**src/rtl/pbwc_pkg.sv**
```systemverilog
`timescale 1ns / 1ps
package pbwc_pkg;

    localparam int WORD_BITS  = 8;
    localparam int HIST_BITS  = 3 * WORD_BITS;
    localparam int ROT_BITS   = $clog2(2 * WORD_BITS);
    localparam int OFS_BITS   = 3;
    localparam int S_FIELDS   = 5 * WORD_BITS;
    localparam int S_DATA_W   = ((S_FIELDS + 7) / 8) * 8;
    localparam int M_DATA_W   = ((WORD_BITS + 7) / 8) * 8;
    localparam int CFG_IDX_W  = 2;
    localparam int CFG_DATA_W = OFS_BITS;
    localparam int Q_DEPTH    = 2;
    localparam int Q_AW       = $clog2(Q_DEPTH);
    localparam int Q_CW       = $clog2(Q_DEPTH + 1);

    typedef enum logic [CFG_IDX_W-1:0] {
        REG_FILL_MODE  = 2'd0,
        REG_DST_OFFSET = 2'd1,
        REG_SRC_OFFSET = 2'd2,
        REG_END_PAD    = 2'd3
    } t_reg_idx;

    typedef struct packed {
        logic                fill_mode;
        logic [OFS_BITS-1:0] dst_bit_offset;
        logic [OFS_BITS-1:0] src_bit_offset;
        logic [OFS_BITS-1:0] end_pad_bits;
    } t_cfg;

    typedef struct packed {
        logic [WORD_BITS-1:0] aligned;
        logic [WORD_BITS-1:0] mask;
        logic [WORD_BITS-1:0] old_dst;
        logic [WORD_BITS-1:0] fg;
        logic [WORD_BITS-1:0] bg;
        logic                 last;
    } t_entry;

    typedef struct packed {
        logic full;
        logic empty;
    } t_q_ctl;

endpackage

```
**src/rtl/pbwc_front.sv**
```systemverilog
`timescale 1ns / 1ps
module pbwc_front import pbwc_pkg::*; (
    input  logic                 i_clk,
    input  logic                 i_rst_n,
    input  t_cfg                 i_cfg,
    input  logic                 i_first,
    input  logic                 i_last,
    input  logic [WORD_BITS-1:0] i_src,
    input  logic [WORD_BITS-1:0] i_src2,
    input  logic [WORD_BITS-1:0] i_old,
    input  logic [WORD_BITS-1:0] i_fg,
    input  logic [WORD_BITS-1:0] i_bg,
    input  logic                 i_valid,
    input  logic                 i_full,
    output logic                 o_ready,
    output logic                 o_push,
    output t_entry               o_entry
);

    localparam logic [WORD_BITS-1:0] ONES = {WORD_BITS{1'b1}};

    logic [HIST_BITS-1:0] r_hist;
    logic [HIST_BITS-1:0] n_hist;
    logic [ROT_BITS-1:0]  rot;
    logic [WORD_BITS-1:0] mask;

    assign o_ready = !i_full;
    assign o_push  = i_valid && !i_full;

    always_comb begin
        if (i_first) begin
            n_hist = {{WORD_BITS{1'b0}}, i_src, i_src2};
        end else begin
            n_hist = {r_hist[2*WORD_BITS-1:0], i_src};
        end
        rot = (ROT_BITS'(i_cfg.dst_bit_offset) - ROT_BITS'(i_cfg.src_bit_offset))
              ^ ROT_BITS'(WORD_BITS);
        mask = ONES;
        if (i_first) begin
            mask = mask & (ONES >> i_cfg.dst_bit_offset);
        end
        if (i_last) begin
            mask = mask & (ONES << i_cfg.end_pad_bits);
        end
        o_entry.aligned = WORD_BITS'(n_hist >> rot);
        o_entry.mask    = mask;
        o_entry.old_dst = i_old;
        o_entry.fg      = i_fg;
        o_entry.bg      = i_bg;
        o_entry.last    = i_last;
    end

    always_ff @(posedge i_clk) begin
        if (!i_rst_n) begin
            r_hist <= '0;
        end else if (o_push) begin
            r_hist <= n_hist;
        end
    end

endmodule

```
**src/rtl/pbwc_queue.sv**
```systemverilog
`timescale 1ns / 1ps
module pbwc_queue import pbwc_pkg::*; (
    input  logic   i_clk,
    input  logic   i_rst_n,
    input  logic   i_push,
    input  logic   i_pop,
    input  t_entry i_entry,
    output t_entry o_entry,
    output t_q_ctl o_ctl
);

    t_entry            r_mem [Q_DEPTH];
    logic [Q_AW-1:0]   r_wr;
    logic [Q_AW-1:0]   r_rd;
    logic [Q_CW-1:0]   r_cnt;

    assign o_ctl.full  = (r_cnt == Q_CW'(Q_DEPTH));
    assign o_ctl.empty = (r_cnt == '0);
    assign o_entry     = r_mem[r_rd];

    always_ff @(posedge i_clk) begin
        if (i_push) begin
            r_mem[r_wr] <= i_entry;
        end
    end

    always_ff @(posedge i_clk) begin
        if (!i_rst_n) begin
            r_wr  <= '0;
            r_rd  <= '0;
            r_cnt <= '0;
        end else begin
            if (i_push) begin
                r_wr <= (r_wr == Q_AW'(Q_DEPTH - 1)) ? '0 : r_wr + 1'b1;
            end
            if (i_pop) begin
                r_rd <= (r_rd == Q_AW'(Q_DEPTH - 1)) ? '0 : r_rd + 1'b1;
            end
            if (i_push && !i_pop) begin
                r_cnt <= r_cnt + 1'b1;
            end else if (i_pop && !i_push) begin
                r_cnt <= r_cnt - 1'b1;
            end
        end
    end

    a_cnt_bound: assert property (@(posedge i_clk) disable iff (!i_rst_n)
        r_cnt <= Q_CW'(Q_DEPTH))
        else $error("queue count beyond depth");

    a_no_overflow: assert property (@(posedge i_clk) disable iff (!i_rst_n)
        o_ctl.full |-> !i_push)
        else $error("push into full queue");

    a_no_underflow: assert property (@(posedge i_clk) disable iff (!i_rst_n)
        o_ctl.empty |-> !i_pop)
        else $error("pop from empty queue");

    a_cnt_grow: assert property (@(posedge i_clk) disable iff (!i_rst_n)
        (i_push && !i_pop) |=> (r_cnt == $past(r_cnt) + 1'b1))
        else $error("queue count did not advance on push");

endmodule

```
**src/rtl/pbwc_back.sv**
```systemverilog
`timescale 1ns / 1ps
module pbwc_back import pbwc_pkg::*; (
    input  logic                 i_clk,
    input  logic                 i_rst_n,
    input  logic                 i_fill_mode,
    input  t_entry               i_entry,
    input  logic                 i_empty,
    input  logic                 i_tready,
    output logic                 o_pop,
    output logic                 o_valid,
    output logic [WORD_BITS-1:0] o_word,
    output logic                 o_last
);

    logic                 r_valid;
    logic [WORD_BITS-1:0] r_word;
    logic                 r_last;
    logic [WORD_BITS-1:0] val;
    logic [WORD_BITS-1:0] n_word;

    assign o_pop   = !i_empty && (!r_valid || i_tready);
    assign o_valid = r_valid;
    assign o_word  = r_word;
    assign o_last  = r_last;

    always_comb begin
        if (i_fill_mode) begin
            val = i_entry.fg;
        end else begin
            val = (i_entry.fg & i_entry.aligned) | (i_entry.bg & ~i_entry.aligned);
        end
        n_word = (i_entry.old_dst & ~i_entry.mask) | (val & i_entry.mask);
    end

    always_ff @(posedge i_clk) begin
        if (!i_rst_n) begin
            r_valid <= 1'b0;
        end else if (o_pop) begin
            r_valid <= 1'b1;
        end else if (i_tready) begin
            r_valid <= 1'b0;
        end
    end

    always_ff @(posedge i_clk) begin
        if (o_pop) begin
            r_word <= n_word;
            r_last <= i_entry.last;
        end
    end

endmodule

```
**src/rtl/planar_bitblt_word_combiner.sv**
```systemverilog
`timescale 1ns / 1ps
// Word combiner of a bit block transfer: one destination word in, one new
// destination word out, one word per cycle sustained while m_tready stays
// high. The front stage realigns the source through a three-word history
// and builds the edge masks as a word is accepted; a two-entry queue feeds
// the back stage, which applies the fg/bg (or solid fill) raster op and
// holds the result in an output register, so a word passes the queue and
// that register before m_tvalid rises. The user must write configuration
// through the plain write port while idle; the block does not enforce it.
module planar_bitblt_word_combiner import pbwc_pkg::*; (
    input  logic                  i_clk,
    input  logic                  i_rst_n,
    input  logic                  i_cfg_we,
    input  logic [CFG_IDX_W-1:0]  i_cfg_idx,
    input  logic [CFG_DATA_W-1:0] i_cfg_wdata,
    input  logic                  s_tvalid,
    output logic                  s_tready,
    // src_word, src_word_second, old_dst_word, fg_word, bg_word, zero pad
    input  logic [S_DATA_W-1:0]   s_tdata,
    // first_word
    input  logic                  s_tuser,
    input  logic                  s_tlast,
    output logic                  m_tvalid,
    input  logic                  m_tready,
    // new_dst_word, zero pad
    output logic [M_DATA_W-1:0]   m_tdata,
    output logic                  m_tlast
);

    t_cfg                 r_cfg;
    t_entry               push_entry;
    t_entry               head_entry;
    t_q_ctl               q_ctl;
    logic                 push;
    logic                 pop;
    logic [WORD_BITS-1:0] out_word;

    always_ff @(posedge i_clk) begin
        if (!i_rst_n) begin
            r_cfg <= '0;
        end else if (i_cfg_we) begin
            unique case (t_reg_idx'(i_cfg_idx))
                REG_FILL_MODE:  r_cfg.fill_mode      <= i_cfg_wdata[0];
                REG_DST_OFFSET: r_cfg.dst_bit_offset <= i_cfg_wdata[OFS_BITS-1:0];
                REG_SRC_OFFSET: r_cfg.src_bit_offset <= i_cfg_wdata[OFS_BITS-1:0];
                REG_END_PAD:    r_cfg.end_pad_bits   <= i_cfg_wdata[OFS_BITS-1:0];
                default: ;
            endcase
        end
    end

    pbwc_front u_front (
        .i_clk   (i_clk),
        .i_rst_n (i_rst_n),
        .i_cfg   (r_cfg),
        .i_first (s_tuser),
        .i_last  (s_tlast),
        .i_src   (s_tdata[0*WORD_BITS +: WORD_BITS]),
        .i_src2  (s_tdata[1*WORD_BITS +: WORD_BITS]),
        .i_old   (s_tdata[2*WORD_BITS +: WORD_BITS]),
        .i_fg    (s_tdata[3*WORD_BITS +: WORD_BITS]),
        .i_bg    (s_tdata[4*WORD_BITS +: WORD_BITS]),
        .i_valid (s_tvalid),
        .i_full  (q_ctl.full),
        .o_ready (s_tready),
        .o_push  (push),
        .o_entry (push_entry)
    );

    pbwc_queue u_queue (
        .i_clk   (i_clk),
        .i_rst_n (i_rst_n),
        .i_push  (push),
        .i_pop   (pop),
        .i_entry (push_entry),
        .o_entry (head_entry),
        .o_ctl   (q_ctl)
    );

    pbwc_back u_back (
        .i_clk       (i_clk),
        .i_rst_n     (i_rst_n),
        .i_fill_mode (r_cfg.fill_mode),
        .i_entry     (head_entry),
        .i_empty     (q_ctl.empty),
        .i_tready    (m_tready),
        .o_pop       (pop),
        .o_valid     (m_tvalid),
        .o_word      (out_word),
        .o_last      (m_tlast)
    );

    assign m_tdata = M_DATA_W'(out_word);

endmodule

```
**config.mk**
```make
export PLATFORM = sky130hd
export DESIGN_NAME = planar_bitblt_word_combiner
export DESIGN_NICKNAME = d
export VERILOG_FILES = /design/src/rtl/pbwc_pkg.sv /design/src/rtl/pbwc_front.sv /design/src/rtl/pbwc_queue.sv /design/src/rtl/pbwc_back.sv /design/src/rtl/planar_bitblt_word_combiner.sv
export SDC_FILE = /design/constraint.sdc
export NUM_CORES = 1
export LEC_CHECK = 0
export BUFFER_PORTS_ARGS = -buffer_cell sky130_fd_sc_hd__buf_2
export CAP_MARGIN = 20
export CORE_MARGIN = 5
export CORE_UTILIZATION = 40
export DETAILED_ROUTE_END_ITERATION = 8
export PLACE_DENSITY = 0.68
export SYNTH_ARGS = -nofsm -noshare
export SYNTH_HDL_FRONTEND = slang
export SYNTH_SLANG_ARGS = --single-unit
```
**constraint.sdc**
```tcl
create_clock -name i_clk -period 3.4 [get_ports i_clk]
set_input_delay 0.68 -clock i_clk [delete_from_list [all_inputs] [get_ports i_clk]]
set_output_delay 0.68 -clock i_clk [all_outputs]
set_load 0.02 [all_outputs]
```
==> results of run 1 <==
-- power by group --
part / switching [mW] / internal (mW) / total, mW
combinational: 0.558 / 0.408 / 0.967
sequential: 0.148 / 1.92 / 2.07
clock: 0.632 / 0.994 / 1.63
total: 1.34 / 3.32 / 4.66
-- per-layer routing --
metal	share of wire (%)	wire [um]	up-vias	track usage [%]
met3	7.3	977	19	5.92
met2	47	6200	156	24.0
met5	0	0	-	0
li1	-	-	1938	-
met1	45	5950	2017	20.3
met4	1.5	204	0	5.60
-- layout make-up --
| cell class | instances | area share [%] |
|---|---|---|
| multi-input combinational | 319 | 35.2 |
| timing repair buffer | 72 | 5.66 |
| tap | 184 | 3.28 |
| inverter | 9 | 0.481 |
| sequential | 122 | 47.7 |
| clock inverter | 12 | 1.44 |
| clock buffer | 19 | 6.16 |
-- cell usage after synthesis (2+ instances only) --
cell type and n:
a21oi_1 14, and2_1 4, and3_1 3, buf_1 2
buf_2 4, buf_4 5, buf_6 2, clkbuf_1 15
dfxtp_1 31, edfxtp_1 91, ha_1 4, inv_1 9
mux2_2 11, mux2_4 2, mux2i_1 47, mux4_2 22
nand2_1 46, nand3_1 23, nand3b_1 2, nor2_1 30
nor2b_1 15, o211a_1 16, o211ai_1 10, o21a_1 5
o21ai_0 42, o31ai_1 2, xnor2_1 2, xor2_1 3
-- cells by family after synthesis --
logic type	after synthesis	synth area share, %
simple gates	128	9.74
xor+xnor	5	0.730
mux	82	18.7
buf+inv	37	2.96
flops	122	55.9
compound gates	99	10.8
fa+ha+maj	5	1.17
-- state kept, by name, summed over array words and instances (netlist names), named ones only --
signal	flops
r_cfg	10
u_back.o_last	1
u_back.o_valid	1
u_back.o_word	8
u_front.r_hist	15
u_queue.r_cnt	2
u_queue.r_mem	82
u_queue.r_rd	1
u_queue.r_wr	1
-- worst max-delay path by stage --
stage                     start  slack (ns)              endpoint  depth (start not counted)
6_report               r_cfg[6]        0.45  u_queue.r_mem[1][34]                          9
5_1_grt                r_cfg[6]        0.30  u_queue.r_mem[1][34]                          9
4_1_cts                r_cfg[6]        0.49  u_queue.r_mem[1][34]                          9
3_5_place_dp           r_cfg[6]        0.51  u_queue.r_mem[0][34]                          9
3_3_place_gp           r_cfg[6]        0.54  u_queue.r_mem[0][34]                          9
2_1_floorplan  u_queue.r_cnt[0]        0.07   u_queue.r_mem[0][0]                          4
-- per-stage QoR --
| stage | worst slack [ns] | hold slack [ns] | instance area [sq um] | instances |
|---|---|---|---|---|
| after floorplan | 0.0722 | 0.468 | 6000 | 478 |
| after global placement | 0.544 | 0.506 | 6490 | 706 |
| after detailed placement | 0.511 | 0.512 | 6490 | 706 |
| after CTS | 0.486 | 0.438 | 7030 | 737 |
| after global routing | 0.297 | 0.434 | 7030 | 737 |
| final | 0.449 | 0.456 | 7030 | 737 |
==> results.md, run 1 <==
* DIE HEIGHT at 132 um
* Share of cells above drive strength 1 at 24.8%
* # setup viols final at 0
* Setup slack, reg-to-reg at 0.45 ns
* Leak Pwr at 2.83 nW
* FF+latch area at 3350 sq um
* YS warnings at 0
* Period minus WS final at 2.95 ns
* R2R Path Start: r_cfg[6]
* Fin Setup TNS at 0 ns
* DRT Pass-1 Iters at 5
* Slew HR at 32.9%
* DR iter-0 viols at 267
* GR Overflow Total at 0
* Hold Crit Class: in -> reg
* Worst Skew at 0.00660 ns
* Kind of critical path: reg -> reg
* H-tree levels at 4
* Mapped Area at 6000 sq um
* PwrDens at 663 nW/um^2
* CP endpoint kind: register
* Final hold violation count at 0
* Area grow syn2layout at 17.1%
* Vias per cell at 5.60
* Yosys cell types at 44
* Worst EP arrival at approximately 3 ns
* Worst path bufs/invs at 3
* Worst Path Max Fanout at 20
* Clock Latency Late Sink at 0.41 ns
* Post-route clock period utilization at ~87%
* Hold depth at 1
* Outcome: finished clean
* Post-CTS Setup Inserts at 0
* Commonest non-fill, non-tap cell in the layout: edfxtp_1
* EDFF count, synth at 91
* WL per Instance at 18.1 um
* CTS resizes at 0
* # clock sinks at 122
* Cell taking the most area after synthesis: edfxtp_1
* Main area contributors after synthesis: edfxtp_1 (46%), dfxtp_1 (10%), mux4_2 (8.3%)
* Initial antenna violation count at 0
* RSZ-0062 raised after global routing: no
* Max Cap Viol at 0
* Post-synth ARST share at 0%
* Filler cell count at between 1000 and 1500
* Slowest cell delay on critical path at 0.68 ns
* Hold path endpoint: u_queue.r_mem[1][3]
* Worst path cell trace: inv_1, ha_1, inv_1, fa_1, buf_4, mux4_2, nor2_1, nor2_1, mux4_2
* Overall power at approximately 4.7 mW
* Critical-path top delay cell: fa_1
* Die area at 17500 sq um
* CTS tree: done
* Final WL at 13300 um
* CTS root buffer: clkbuf_16
* Synth top area share at 45.6%
* Final net count at 598
* Register area share after synthesis at 55.9%
* First-pass GRT wire length at 21600 um
* Diodes inserted at 0
* Post-route ant nets at 0
* Final Core Density at 48.0%
* CTS Hold Buffers Added at 0
* Fmax achieved at 339 MHz
* Synthesized Nets at 535
* Num rows at 44
* Routability cong. at 0.961
* FF-to-FF path depth at 9
* Total Routing Usage GR at approximately 16%
* Die width at 132 um
* CP startpoint kind: register
* Boundary Pins at 63
* DRC at 0
* Syn Inst Count at 478
* Initial Util at between 40% and 50%
* Core Box Area at 14600 sq um
* IO buf count at 62
* Multi-input gate area at 2480 sq um
* Num CTS Buffers at 17
* Largest net degree at the start of global routing at 43
* Clk slew on worst S/H paths at 0.05 ns
* Via count at 4130
* Worst Max-Slew Pin Slew at 1.01 ns
* Vias in the first global route at 4142
* Detail Placement HPWL at 9300 um
* Yosys reg bits at ~120
* Final slew viol count at 0
* CP required at 3.54 ns
* CP top delay family: multiplexers
* Commonest non-fill, non-tap cells in the layout: edfxtp_1 (91), buf_2 (62), mux2i_1 (47)
* Top_reg_cell synth: edfxtp_1
* FF-to-FF End: u_queue.r_mem[1][34]
* VDD IR max at 0.354 mV
* Hold Crit Start: s_tdata[34]
* Max Buffers Root-to-Sink at 2
* Synthesized area per cell at around 13 sq um
Note: power is estimated with default switching activity, not from simulation.
==> run 2, diff against run 1 <==
--- a/config.mk
+++ b/config.mk
@@ -7,10 +7,13 @@
 export LEC_CHECK = 0
 export BUFFER_PORTS_ARGS = -buffer_cell sky130_fd_sc_hd__buf_2
 export CAP_MARGIN = 20
+export CELL_PAD_IN_SITES_DETAIL_PLACEMENT = 0
+export CELL_PAD_IN_SITES_GLOBAL_PLACEMENT = 1
+export CORE_ASPECT_RATIO = 1.5
 export CORE_MARGIN = 5
 export CORE_UTILIZATION = 40
 export DETAILED_ROUTE_END_ITERATION = 8
-export PLACE_DENSITY = 0.68
+export PLACE_DENSITY = 0.79
 export SYNTH_ARGS = -nofsm -noshare
 export SYNTH_HDL_FRONTEND = slang
 export SYNTH_SLANG_ARGS = --single-unit
==> results.md, run 2 (same netlist as run 1, synthesis figures left out) <==
* IO buf count at 62 (unchanged)
* Filler cell count at 1290 (+1.3%)
* CTS root buffer: clkbuf_16
* Final slew viol count at 0 (unchanged)
* Die width at 110 um (-17%)
* Post-route ant nets at 0 (unchanged)
* Vias in the first global route at 4167 (+0.60%)
* Non-filler cells, final at 752 (+2.0%)
* Total Routing Usage GR at 16.1% (+0.52 points)
* Kind of critical path: reg -> reg
* Max Cap Viol at 0 (unchanged)
* First-pass GRT wire length at 21600 um (about the same)
* Initial antenna violation count at 0 (unchanged)
* Initial Util at 40.9% (-0.049 points)
* Worst Path Max Fanout at 18 (-10%)
* Share of cells above drive strength 1 at 25.4% (+0.59 points)
* # clock sinks at 122 (unchanged)
* Hold Crit Start: s_tdata[36]
* Hold path endpoint: u_queue.r_mem[1][5]
* Fin Setup TNS at 0 ns (unchanged)
* CTS resizes at 0 (unchanged)
* Worst path cell trace: inv_1, ha_1, inv_1, fa_1, buf_4, mux4_2, nor2_1, nor2_1, mux4_2
* Slowest cell delay on critical path at 0.74 ns (+0.06 ns)
* Max Used Layer: met4
* Slew HR at 34.5% (+1.6 points)
* Met2 WL at 7340 um (+18%)
* FF+latch area at 3350 sq um (unchanged)
* Worst Max-Slew Pin Slew at 0.983 ns (-0.0237 ns)
* Met1 WL at 5370 um (-9.7%)
* Fmax achieved at 340 MHz (+0.38%)
* # setup viols final at 0 (unchanged)
* Commonest non-fill, non-tap cell in the layout: edfxtp_1
* Die area at 17600 sq um (+0.29%)
* Critical-path top delay cell: fa_1
* Diodes inserted at 0 (unchanged)
* CP required at 3.54 ns (about the same)
* Num CTS Buffers at 17 (unchanged)
* VDD IR max at 0.375 mV (+6.0%)
* PwrDens at 702 nW/um^2 (+5.8%)
* Setup slack, reg-to-reg at 0.46 ns (about the same)
* Max reg flops at 82 (unchanged)
* Final hold violation count at 0 (unchanged)
* CTS tree: done
* Clk slew on worst S/H paths at 0.06 ns (about the same)
* Core Box Area at 14700 sq um (+0.12%)
* GR Overflow Total at 0 (unchanged)
* Worst EP arrival at 3.08 ns (about the same)
* Leak Pwr at 2.90 nW (+2.5%)
* CP top delay family: adder cells
* H-tree levels at 4 (unchanged)
* CP startpoint kind: register
* Num rows at 54 (+23%)
* CP endpoint kind: register
* Period minus WS final at 2.94 ns (-0.0112 ns)
* Outcome: finished clean
* Final net count at 600 (+0.33%)
* Via count at 4039 (-2.2%)
* Post-CTS Setup Inserts at 0 (unchanged)
* DRT Pass-1 Iters at 5 (unchanged)
* Max Buffers Root-to-Sink at 2 (unchanged)
* Boundary Pins at 63 (unchanged)
* RSZ-0062 raised after global routing: no
* Largest net degree at the start of global routing at 43 (unchanged)
* Area grow syn2layout at 19.6%
* Biggest register: u_queue.r_mem
* Final WL at 13600 um (+1.9%)
* FF-to-FF path depth at 9 (unchanged)
* Hold depth at 1 (unchanged)
* Clock Latency Late Sink at 0.41 ns (about the same)
* DR iter-0 viols at 328 (+23%)
* WL per Instance at 18.1 um (-0.11%)
* Routability cong. at 0.878 (-8.6%)
* CTS Hold Buffers Added at 0 (unchanged)
* Placed insts at 720 (+2.0%)
* FF-to-FF End: u_queue.r_mem[0][34]
* Metal3 WL at 643 um (-34%)
* DIE HEIGHT at 160 um (+21%)
* Worst Skew at 0.0105 ns (+0.00391 ns)
* Vias per cell at 5.37 (-4.2%)
* DRC at 0 (unchanged)
* Post-route clock period utilization at 86.5% (-0.33 points)
* Worst path bufs/invs at 3 (unchanged)
* Commonest non-fill, non-tap cells in the layout: edfxtp_1 (91), buf_2 (62), mux2i_1 (47)
* Multi-input gate area at 2480 sq um (unchanged)
* Detail Placement HPWL at 9700 um (+4.3%)
* Largest regs: u_queue.r_mem (82), u_front.r_hist (15), r_cfg (10)
* Hold Crit Class: in -> reg
* R2R Path Start: r_cfg[6]
==> run 2: cell count changes in the layout (fill, tap and decap cells not counted) <==
cell,previous run,this run
bufinv_16,1,6
buf_4,9,11
clkinv_1,3,2
clkinv_4,2,1
clkinvlp_4,2,1
inv_6,2,1
==> run 2: cell type report <==
class                      instances  area share (%)
sequential                       122            46.7
multi-input combinational        319            34.5
clock buffer                      19            6.03
timing repair buffer              74            5.75
tap                              196            3.42
clock inverter                    13            3.10
inverter                           9           0.471
==> run 2: worst max-delay path by stage <==
stage	depth (start not counted)	start	to
final	9	r_cfg[6]	u_queue.r_mem[0][34]
after global routing	8	r_cfg[6]	u_queue.r_mem[0][35]
after CTS	9	r_cfg[6]	u_queue.r_mem[0][34]
after detailed placement	9	r_cfg[6]	u_queue.r_mem[0][34]
after global placement	9	r_cfg[6]	u_queue.r_mem[0][34]
after floorplan	4	u_queue.r_cnt[0]	u_queue.r_mem[0][0]
==> run 2: metrics by stage <==
step	utilization [%]	instance area (sq um)	power [mW]	hold WS (ns)	worst slack [ns]
finish	49.0	7180	5.04	0.452	0.461
global route	49.0	7180	5.28	0.439	0.337
CTS	49.0	7180	5.08	0.436	0.467
detailed placement	44.5	6520	3.07	0.492	0.476
global placement	44.5	6520	3.03	0.484	0.521
floorplan	-	6000	2.74	0.468	0.0722
==> run 2: power by group <==
part | switching [mW] | total (mW) | leakage [nW] | internal [mW]
clock network | 0.636 | 2.00 | 0.316 | 1.37
registers | 0.149 | 2.07 | 1.08 | 1.92
logic | 0.553 | 0.963 | 1.51 | 0.410
total | 1.34 | 5.04 | 2.90 | 3.70
==> run 2: routing by layer <==
layer	vias to the layer above	GRT usage, %
met5	-	0
met4	0	6.30
met3	16	4.44
met2	112	28.3
met1	1970	18.2
li1	1941	-
